$ cat src/sv/okvl_pkg.sv
package okvl_pkg;

    localparam int DEF_CAPACITY = 16;
    localparam int TOTAL_W      = 5;
    localparam int KEY_W        = 32;
    localparam int DATA_W       = 32;

    typedef enum logic [1:0] {
        CMD_INSERT = 2'd0,
        CMD_DELETE = 2'd1,
        CMD_SEARCH = 2'd2,
        CMD_CLEAR  = 2'd3
    } okvl_cmd_t;

    typedef enum logic [1:0] {
        ST_DONE      = 2'd0,
        ST_NOT_FOUND = 2'd1,
        ST_FULL      = 2'd2
    } okvl_status_t;

    typedef struct packed {
        okvl_cmd_t                 command;
        logic signed [KEY_W-1:0]   key;
        logic        [DATA_W-1:0]  value;
    } okvl_req_t;

    typedef struct packed {
        okvl_status_t              status;
        logic signed [KEY_W-1:0]   found_key;
        logic        [DATA_W-1:0]  found_value;
        logic        [TOTAL_W-1:0] entry_total;
    } okvl_rsp_t;

    typedef struct packed {
        logic signed [KEY_W-1:0]  key;
        logic        [DATA_W-1:0] data;
    } okvl_entry_t;

    // Broadcast from the top level to every cell in the row.
    typedef struct packed {
        logic                     insert;
        logic                     delete_hit;
        logic                     clear;
        logic signed [KEY_W-1:0]  key;
        logic        [DATA_W-1:0] value;
    } okvl_cell_ctl_t;

endpackage

$ cat src/sv/okvl_cell.sv
module okvl_cell (
    input  logic                    clk,
    input  logic                    rst_n,
    input  okvl_pkg::okvl_cell_ctl_t ctl,
    input  logic                    prev_used,
    input  logic                    next_used,
    input  okvl_pkg::okvl_entry_t   next_entry,
    input  logic                    match_in,
    output logic                    match_out,
    input  okvl_pkg::okvl_entry_t   found_in,
    output okvl_pkg::okvl_entry_t   found_out,
    output logic                    used,
    output okvl_pkg::okvl_entry_t   entry
);
    import okvl_pkg::*;

    logic        used_reg;
    logic        used_next;
    okvl_entry_t entry_reg;
    okvl_entry_t entry_next;
    logic        hit_here;
    logic        is_tail;
    logic        shift_in;

    assign hit_here  = used_reg && (entry_reg.key == ctl.key) && !match_in;
    assign match_out = match_in || hit_here;
    assign found_out = hit_here ? entry_reg : found_in;

    // The first free slot sits right after the last used one.
    assign is_tail  = !used_reg && prev_used;
    // On a delete every cell at or after the hit takes its neighbor's contents.
    assign shift_in = ctl.delete_hit && match_out;

    always_comb
    begin
        used_next  = used_reg;
        entry_next = entry_reg;
        priority if (ctl.clear)
        begin
            used_next = 1'b0;
        end
        else if (ctl.insert && is_tail)
        begin
            used_next       = 1'b1;
            entry_next.key  = ctl.key;
            entry_next.data = ctl.value;
        end
        else if (shift_in)
        begin
            used_next  = next_used;
            entry_next = next_entry;
        end
    end

    always_ff @(posedge clk or negedge rst_n)
    begin
        if (!rst_n)
        begin
            used_reg <= 1'b0;
        end
        else
        begin
            used_reg <= used_next;
        end
    end

    always_ff @(posedge clk)
    begin
        entry_reg <= entry_next;
    end

    assign used  = used_reg;
    assign entry = entry_reg;

endmodule

$ cat src/sv/ordered_key_value_list.sv
// Channel   Ports                 Handshake
// request   start, busy, request  taken when start is high and busy is low
// result    done, result          one-cycle strobe, cannot be held off
//
// Every request is accepted when it is offered and its result appears with done in
// the next cycle, so a new request may follow every cycle; busy stays low.
// The row of cells compares all keys at once and a first-match chain through
// the cells picks the oldest hit; a delete shifts the later cells down.
// Reset empties the store (count zero, all cells unused).
module ordered_key_value_list #(
    parameter int CAPACITY = okvl_pkg::DEF_CAPACITY
) (
    input  logic                clk,
    input  logic                rst_n,
    input  logic                start,
    output logic                busy,
    input  okvl_pkg::okvl_req_t request,
    output logic                done,
    output okvl_pkg::okvl_rsp_t result
);
    import okvl_pkg::*;

    localparam int CNT_W = $clog2(CAPACITY + 1);

    logic [CNT_W-1:0]  count_reg;
    logic [CNT_W-1:0]  count_next;
    logic              done_reg;
    okvl_rsp_t         result_reg;
    okvl_rsp_t         result_next;
    logic              accept;
    logic              full;
    logic              any_match;
    logic              do_insert;
    logic              do_delete;
    logic              do_search;
    logic              do_clear;
    logic [CNT_W+TOTAL_W-1:0] total_ext;
    okvl_cell_ctl_t    ctl;

    logic        [CAPACITY:0] used_chain;
    logic        [CAPACITY:0] match_chain;
    logic        [CAPACITY-1:0] used_vec;
    okvl_entry_t [CAPACITY:0] found_chain;
    okvl_entry_t [CAPACITY:0] entry_chain;

    assign busy   = 1'b0;
    assign accept = start && !busy;
    assign full   = (count_reg == CNT_W'(CAPACITY));

    assign do_insert = accept && (request.command == CMD_INSERT) && !full;
    assign do_delete = accept && (request.command == CMD_DELETE) && any_match;
    assign do_search = accept && (request.command == CMD_SEARCH);
    assign do_clear  = accept && (request.command == CMD_CLEAR);

    assign ctl.insert     = do_insert;
    assign ctl.delete_hit = do_delete;
    assign ctl.clear      = do_clear;
    assign ctl.key        = request.key;
    assign ctl.value      = request.value;

    assign used_chain[0]         = 1'b1;
    assign match_chain[0]        = 1'b0;
    assign found_chain[0]        = '0;
    assign used_vec[CAPACITY-1]  = used_chain[CAPACITY];
    assign entry_chain[CAPACITY] = '0;

    genvar gi;
    generate
        for (gi = 0; gi < CAPACITY; gi++)
        begin : g_cell
            logic next_used;
            if (gi == CAPACITY - 1)
            begin : g_last
                assign next_used = 1'b0;
            end
            else
            begin : g_mid
                assign next_used = used_vec[gi+1];
                assign used_vec[gi] = used_chain[gi+1];
            end

            okvl_cell u_cell (
                .clk        (clk),
                .rst_n      (rst_n),
                .ctl        (ctl),
                .prev_used  (used_chain[gi]),
                .next_used  (next_used),
                .next_entry (entry_chain[gi+1]),
                .match_in   (match_chain[gi]),
                .match_out  (match_chain[gi+1]),
                .found_in   (found_chain[gi]),
                .found_out  (found_chain[gi+1]),
                .used       (used_chain[gi+1]),
                .entry      (entry_chain[gi])
            );
        end
    endgenerate

    assign any_match = match_chain[CAPACITY];

    always_comb
    begin
        count_next = count_reg;
        if (do_clear)
        begin
            count_next = '0;
        end
        else if (do_insert)
        begin
            count_next = count_reg + CNT_W'(1);
        end
        else if (do_delete)
        begin
            count_next = count_reg - CNT_W'(1);
        end
    end

    assign total_ext = {{TOTAL_W{1'b0}}, count_next};

    always_comb
    begin
        result_next             = '0;
        result_next.status      = ST_DONE;
        result_next.entry_total = total_ext[TOTAL_W-1:0];
        unique case (request.command)
            CMD_INSERT:
            begin
                if (full)
                begin
                    result_next.status = ST_FULL;
                end
            end
            CMD_DELETE, CMD_SEARCH:
            begin
                if (any_match)
                begin
                    result_next.found_key   = found_chain[CAPACITY].key;
                    result_next.found_value = found_chain[CAPACITY].data;
                end
                else
                begin
                    result_next.status = ST_NOT_FOUND;
                end
            end
            CMD_CLEAR:
            begin
                result_next.status = ST_DONE;
            end
            default:
            begin
                result_next.status = ST_DONE;
            end
        endcase
    end

    always_ff @(posedge clk or negedge rst_n)
    begin
        if (!rst_n)
        begin
            count_reg <= '0;
            done_reg  <= 1'b0;
        end
        else
        begin
            count_reg <= count_next;
            done_reg  <= accept;
        end
    end

    always_ff @(posedge clk)
    begin
        if (accept)
        begin
            result_reg <= result_next;
        end
    end

    assign done   = done_reg;
    assign result = result_reg;

    // The used cells stay packed at the head; this check compares their number with the count.
    a_count_matches_cells: assert property (@(posedge clk) disable iff (!rst_n)
        $countones(used_vec) == int'(count_reg))
        else $error("cell occupancy disagrees with entry count");

    a_count_bounded: assert property (@(posedge clk) disable iff (!rst_n)
        count_reg <= CNT_W'(CAPACITY))
        else $error("entry count above capacity");

    a_clear_empties: assert property (@(posedge clk) disable iff (!rst_n)
        do_clear |=> (count_reg == '0) && (used_vec == '0))
        else $error("clear left entries behind");

    a_search_keeps_count: assert property (@(posedge clk) disable iff (!rst_n)
        do_search |=> $stable(count_reg))
        else $error("search changed the entry count");

    a_found_implies_match: assert property (@(posedge clk) disable iff (!rst_n)
        (accept && (request.command == CMD_DELETE) && !any_match) |=>
        (result.status == ST_NOT_FOUND) && $stable(count_reg))
        else $error("delete without a match changed the store");

endmodule

$ cat config.mk
export PLATFORM = sky130hd
export DESIGN_NAME = ordered_key_value_list
export DESIGN_NICKNAME = d
export VERILOG_FILES = /design/src/sv/okvl_pkg.sv /design/src/sv/okvl_cell.sv /design/src/sv/ordered_key_value_list.sv
export SDC_FILE = /design/constraint.sdc
export NUM_CORES = 2
export LEC_CHECK = 0
export ABC_AREA = 0
export CAP_MARGIN = 5
export CORE_MARGIN = 2
export CORE_UTILIZATION = 50
export DETAILED_ROUTE_END_ITERATION = 16
export DONT_BUFFER_PORTS = 1
export PLACE_DENSITY_LB_ADDON = 0.15
export REMOVE_ABC_BUFFERS = 1
export SLEW_MARGIN = 20
export SYNTH_ARGS = -nofsm -noshare
export SYNTH_HDL_FRONTEND = slang
export SYNTH_SLANG_ARGS = --single-unit
$ cat constraint.sdc
create_clock -name clk -period 15.7 [get_ports clk]
set_input_delay 0.785 -clock clk [delete_from_list [all_inputs] [get_ports clk]]
set_output_delay 0.785 -clock clk [all_outputs]
set_load 0.02 [all_outputs]
# Word level (Yosys, flattened, before mapping)
# Index checks and enable logic that the tools add are counted.
# classes
addsub	2
eq_ne	20
mux	102
n_bitwise	1
n_reduce_logical	181
# ops
op	n
$mux 64	48
$eq 32x32->1	16
$logic_and 1x1->1	83
$mux 1	49
$reduce_bool 3->1	16
$reduce_and 2->1	17
$logic_not 1->1	32
$reduce_bool 2->1	16
$logic_or 1x1->1	15
$mux 5	3
$pmux 2 s3	1
$add 5x1->5 const B	1
$eq 5x5->1 const B	1
$sub 5x1->5 const B	1
$eq 2x2->1 const B	2
$eq 2x1->1 const B	1
$logic_not 2->1	1
$mux 2	1
$reduce_or 2->1	1
$not 1->1	1
# totals
register_bits	1117
inputBits	69
output_inout_bits	73
elab_cells	360

# Longest topological paths before layout
# depth
word_depth	52
ltp_mapped	16

# Modules after synthesis
# Synthesis repeated with hierarchy kept, for this count alone.
# hier_totals
hier_cells	4428
area_unflattened_um2	69522.9
# modules_own_cells
mod	n_inst	cells_each	area_per_inst_um2	seq_area_each_um2
okvl_cell	16	264	4152.7	1946.9
ordered_key_value_list	1	204	3079.2	2282.2

# Worst setup path before layout
# OpenSTA, ideal clock, no wires.
# synth_path
path_type	input-to-reg
start	input request[42] in the netlist's numbering
end	register g_cell[6].u_cell.entry_reg, in the netlist g_cell[6].u_cell.entry[0], enable pin
setup_time_ps	507
arrival_time_ps	6208
setup_slack_ps	8985
stages	13
path_cell_list	buf_2 xor2_1 nor4_1 nand4_1 or4_1 buf_2 and4b_4 buf_6 nand2_1 buf_4 clkbuf_1 o21bai_1 a21oi_1
# synth_between
elab_chain_cells	51
# synth_lines
item	line	rtl
start: declaration	ordered_key_value_list.sv:17	input okvl_pkg::okvl_req_t request,
$eq 32x32->1	okvl_cell.sv:25	assign hit_here = used_reg && (entry_reg.key == ctl.key) && !match_in;
$logic_and 1x1->1	okvl_cell.sv:25	
$logic_not 1->1	okvl_cell.sv:25	
$logic_and 1x1->1	okvl_cell.sv:25	
$logic_or 1x1->1	okvl_cell.sv:26	assign match_out = match_in || hit_here;
$logic_not 1->1	okvl_cell.sv:25	
$logic_and 1x1->1	okvl_cell.sv:25	
$logic_or 1x1->1	okvl_cell.sv:26	
(+35 left out)	n/a	
$logic_or 1x1->1	okvl_cell.sv:26	
$logic_not 1->1	okvl_cell.sv:25	
$logic_and 1x1->1	okvl_cell.sv:25	
$logic_or 1x1->1	okvl_cell.sv:26	
$logic_and 1x1->1	ordered_key_value_list.sv:51	assign do_delete = accept && (request.command == CMD_DELETE) && any_match;
$logic_and 1x1->1 (*)	okvl_cell.sv:32	assign shift_in = ctl.delete_hit && match_out;
$reduce_bool 2->1 (no source line) (*)	n/a	
$reduce_and 2->1 (no source line) (*)	n/a	
end signal: assignment	okvl_cell.sv:69	entry_reg <= entry_next;
end: declaration	okvl_cell.sv:19	okvl_entry_t entry_reg;
# Every way passes the cells marked *; elsewhere a longest branch is shown, timed or not.
# A chain may end at the register's enable or synchronous reset.

# Worst setup path in the final report
# layout_path
start	register g_cell[1].u_cell.entry_reg, in the netlist g_cell[1].u_cell.entry[32]
end	register result_reg, in the netlist result[59] (data pin)
# layout_between
elab_chain_cells	47
# layout_lines
item	line	rtl
start: declaration	okvl_cell.sv:19	
start signal: assignment	okvl_cell.sv:69	
$eq 32x32->1 (*)	okvl_cell.sv:25	
$logic_and 1x1->1 (*) (2 in a row)	okvl_cell.sv:25	
$logic_or 1x1->1	okvl_cell.sv:26	
$logic_not 1->1	okvl_cell.sv:25	
$logic_and 1x1->1	okvl_cell.sv:25	
$logic_or 1x1->1	okvl_cell.sv:26	
$logic_not 1->1	okvl_cell.sv:25	
$logic_and 1x1->1	okvl_cell.sv:25	
(+30 left out)	n/a	
$logic_or 1x1->1	okvl_cell.sv:26	
$logic_not 1->1	okvl_cell.sv:25	
$logic_and 1x1->1	okvl_cell.sv:25	
$logic_or 1x1->1	okvl_cell.sv:26	
$logic_not 1->1	okvl_cell.sv:25	
$logic_and 1x1->1	okvl_cell.sv:25	
$logic_or 1x1->1	okvl_cell.sv:26	
$reduce_and 2->1 (no source line)	n/a	
end signal: assignment	ordered_key_value_list.sv:174	result_reg <= result_next;
end: declaration	ordered_key_value_list.sv:28	okvl_rsp_t result_reg;
# Marked as above.

==> metrics.txt <==
Via density=6.667; WL per Instance=33.03 um; post-route minimum period=5850 ps; htree depth=4; post-route ant nets=0; status=finished, final reports clean; P&R area growth vs syn=9.015%; Worst R2R Setup Slack=9850 ps; Max IR drop VDD=0.0001130 V; Worst-Skew Late Latency=770 ps; antenna violations before repair=4; Hold Path Class=input port to flop; area of the mapped netlist=60790 um2; hold slack final=128.7 ps; CTS tree=yes; Initial DRC Count=5578; pwr dens=100.4 nW/um2; area share of the largest cell type after synthesis=0.5409; setup_tns=0 ps; largest net degree at the start of global routing=78; gr usage total=0.3217; hold path cells=0; FF+latch count, synth=1117; cell count after synthesis=4699; DPL Wire Length=132.6 mm; Chip Width=352.7 um; main area contributors after synthesis=edfxtp_1 (54%), mux2_2 (17%), xor2_1 (4.2%), xnor2_1 (3.2%), clkbuf_1 (1.8%); PostCTS Resize Cnt=0; die area=124400 um2; port bufs=0; Worst Path Arrival=6370 ps; max-cap violation count=0; Slew Limit Fails=0; Die Y-Extent=352.7 um; final period utilization=0.3726; Final Instance Area=66270 um2; Clock Path Buffers=3; RSZ-0062 raised after global routing=no; Core Region=120300 um2; Finish-stage setup viols=0; worst reg2reg startpoint=g_cell[1].u_cell.entry[32]; Peak Freq=170.9 MHz; GR Overflow Total=0; CP Class=flop to flop; Yosys warning count=0; slew at the pin with the worst max-slew slack=1103 ps; vias in the first global route=39972; ys async rst share=0.01970; GPL Wtd Cong=0.9502; Fin. Hold Viols=0; hold_sp=start; CP Capture Type=flop; clock-pin slew on the worst setup and hold paths=60 ps; CP startpoint=g_cell[1].u_cell.entry[32]; Synth Flop Type=edfxtp_1; Cell variety after synth=76; Reg-to-Reg End=result[59]; area leader, netlist=edfxtp_1; CP max FO=50; crit path launch type=flop; io pins=142; via count=41358; clk_skew=33.90 ps; Initial Util=0.5054; P_leak=18.67 nW; share of layout cells above drive strength 1=0.2913; EDFF count, synth=1095; CTS Buf Count=131; CTS sink cnt=1117; # rows=127; Pre-Repair DR Iteration Count=8; Avg Cell Area, Syn=12.94 um2; relative slew slack=0.2647; R2R cell count=11; first-pass GRT wire length=294.3 mm; clk root buf=clkbuf_16; final WL=204.9 mm; max reg flops=1024; Placed Area=61900 um2; hold endpoint=result[13]; post-synthesis sequential area ratio=0.5499; Worst EP required=16220 ps; post-route DRC violation count=0; final core utilization=0.5510; fin nets=4564
power breakdown:
part / switching [W] / internal, W
Sequential: 0.0000552 / 0.00329
Clock: 0.00128 / 0.00178
Combinational: 0.000128 / 0.000105
cells in the final DEF (no fill, tap or decap), types with 29 or more instances in the layout:
cell          n
a22o_1       34
buf_4        97
xnor2_1     221
o2bb2ai_1    32
nor2_1      102
nor3_1       29
and2_1       70
clkbuf_16   136
edfxtp_1   1095
mux2_2      942
nor4_1       76
a311oi_1     38
nand4_1      74
and3_1       51
a21oi_1     159
xor2_1      291
o221ai_1     34
o22ai_1      59
o21ai_0     117
nand3_1      79
nand2_1     286
a22oi_1      54
synth_stat cells, types with 32 or more instances:
| master | count |
|---|---|
| nor2_1 | 110 |
| o2bb2ai_1 | 32 |
| and3_1 | 56 |
| edfxtp_1 | 1095 |
| nand4_1 | 74 |
| mux2_2 | 942 |
| a311oi_1 | 38 |
| o221ai_1 | 34 |
| nor4_1 | 80 |
| nand2_1 | 287 |
| buf_2 | 77 |
| nand3_1 | 83 |
| buf_1 | 34 |
| xor2_1 | 291 |
| and2_1 | 71 |
| a21oi_1 | 169 |
| clkbuf_1 | 288 |
| a22oi_1 | 54 |
| o21ai_0 | 117 |
| o22ai_1 | 59 |
| xnor2_1 | 221 |
| a22o_1 | 34 |
critical path: stages (launching register included):
cell and delay [ps]:
edfxtp_1 440, xnor2_1 370, nand4_1 130, nor4_1 390, nand3_2 680, and4b_4 690
nand3_2 400, or3_4 460, buf_4 670, and4_1 760, nand4_1 170, and3_1 210
layout make-up:
type                       count  area [um2]
antenna                        1       2.502
inverter                      27       101.3
sequential                  1117       33430
multi-input combinational   3107       25590
timing repair buffer         105       910.9
tap                         1612        2017
clock inverter                71       715.7
clock buffer                 163        3505
fill                       10122       54020
how the worst max path moves through the flow:
stage / endpoint / slack [ps] / depth (start not counted)
floorplan: result[54] / 650 / 9
global placement: result[21] / 9780 / 11
detailed placement: g_cell[6].u_cell.entry[1] / 9700 / 11
CTS: g_cell[6].u_cell.entry[17] / 10030 / 11
global route: result[53] / 9660 / 11
finish: result[59] / 9850 / 11
metrics by stage:
step	std cells	total power, W	worst slack (ps)
5_1_grt	6202	0.006798	9664
4_1_cts	6197	0.006670	10030
2_1_floorplan	4251	0.003550	650.9
6_report	6203	0.006651	9850
3_5_place_dp	5961	0.003635	9701
3_3_place_gp	5960	0.003633	9780
logic make-up (layout without fill, tap and decap cells):
group | count (synthesis) | in the layout | share of synthesized area
compound gates | 743 | 743 | 0.08749
xor+xnor | 512 | 512 | 0.07376
fa+ha+maj | 6 | 6 | 0.001235
buf+inv | 475 | 366 | 0.03517
flops | 1117 | 1117 | 0.5499
mux | 956 | 956 | 0.1768
other cells | 1 | 2 | 0.00006168
simple gates | 889 | 889 | 0.07555
what timing repair did:
item                      4_1_cts  5_1_grt
setup buffers                   0        0
hold endpoints to repair       22        0
hold buffers                    2        0
metal layers:
metal | vias to the layer above | track usage | wire length, um
li1 | 17534 | - | -
met1 | 21208 | 0.4415 | 82570
met2 | 2195 | 0.5002 | 94030
met3 | 417 | 0.05884 | 18710
met4 | 4 | 0.1401 | 9536
met5 | - | 0 | 28
(Power assumes the default switching activity.)
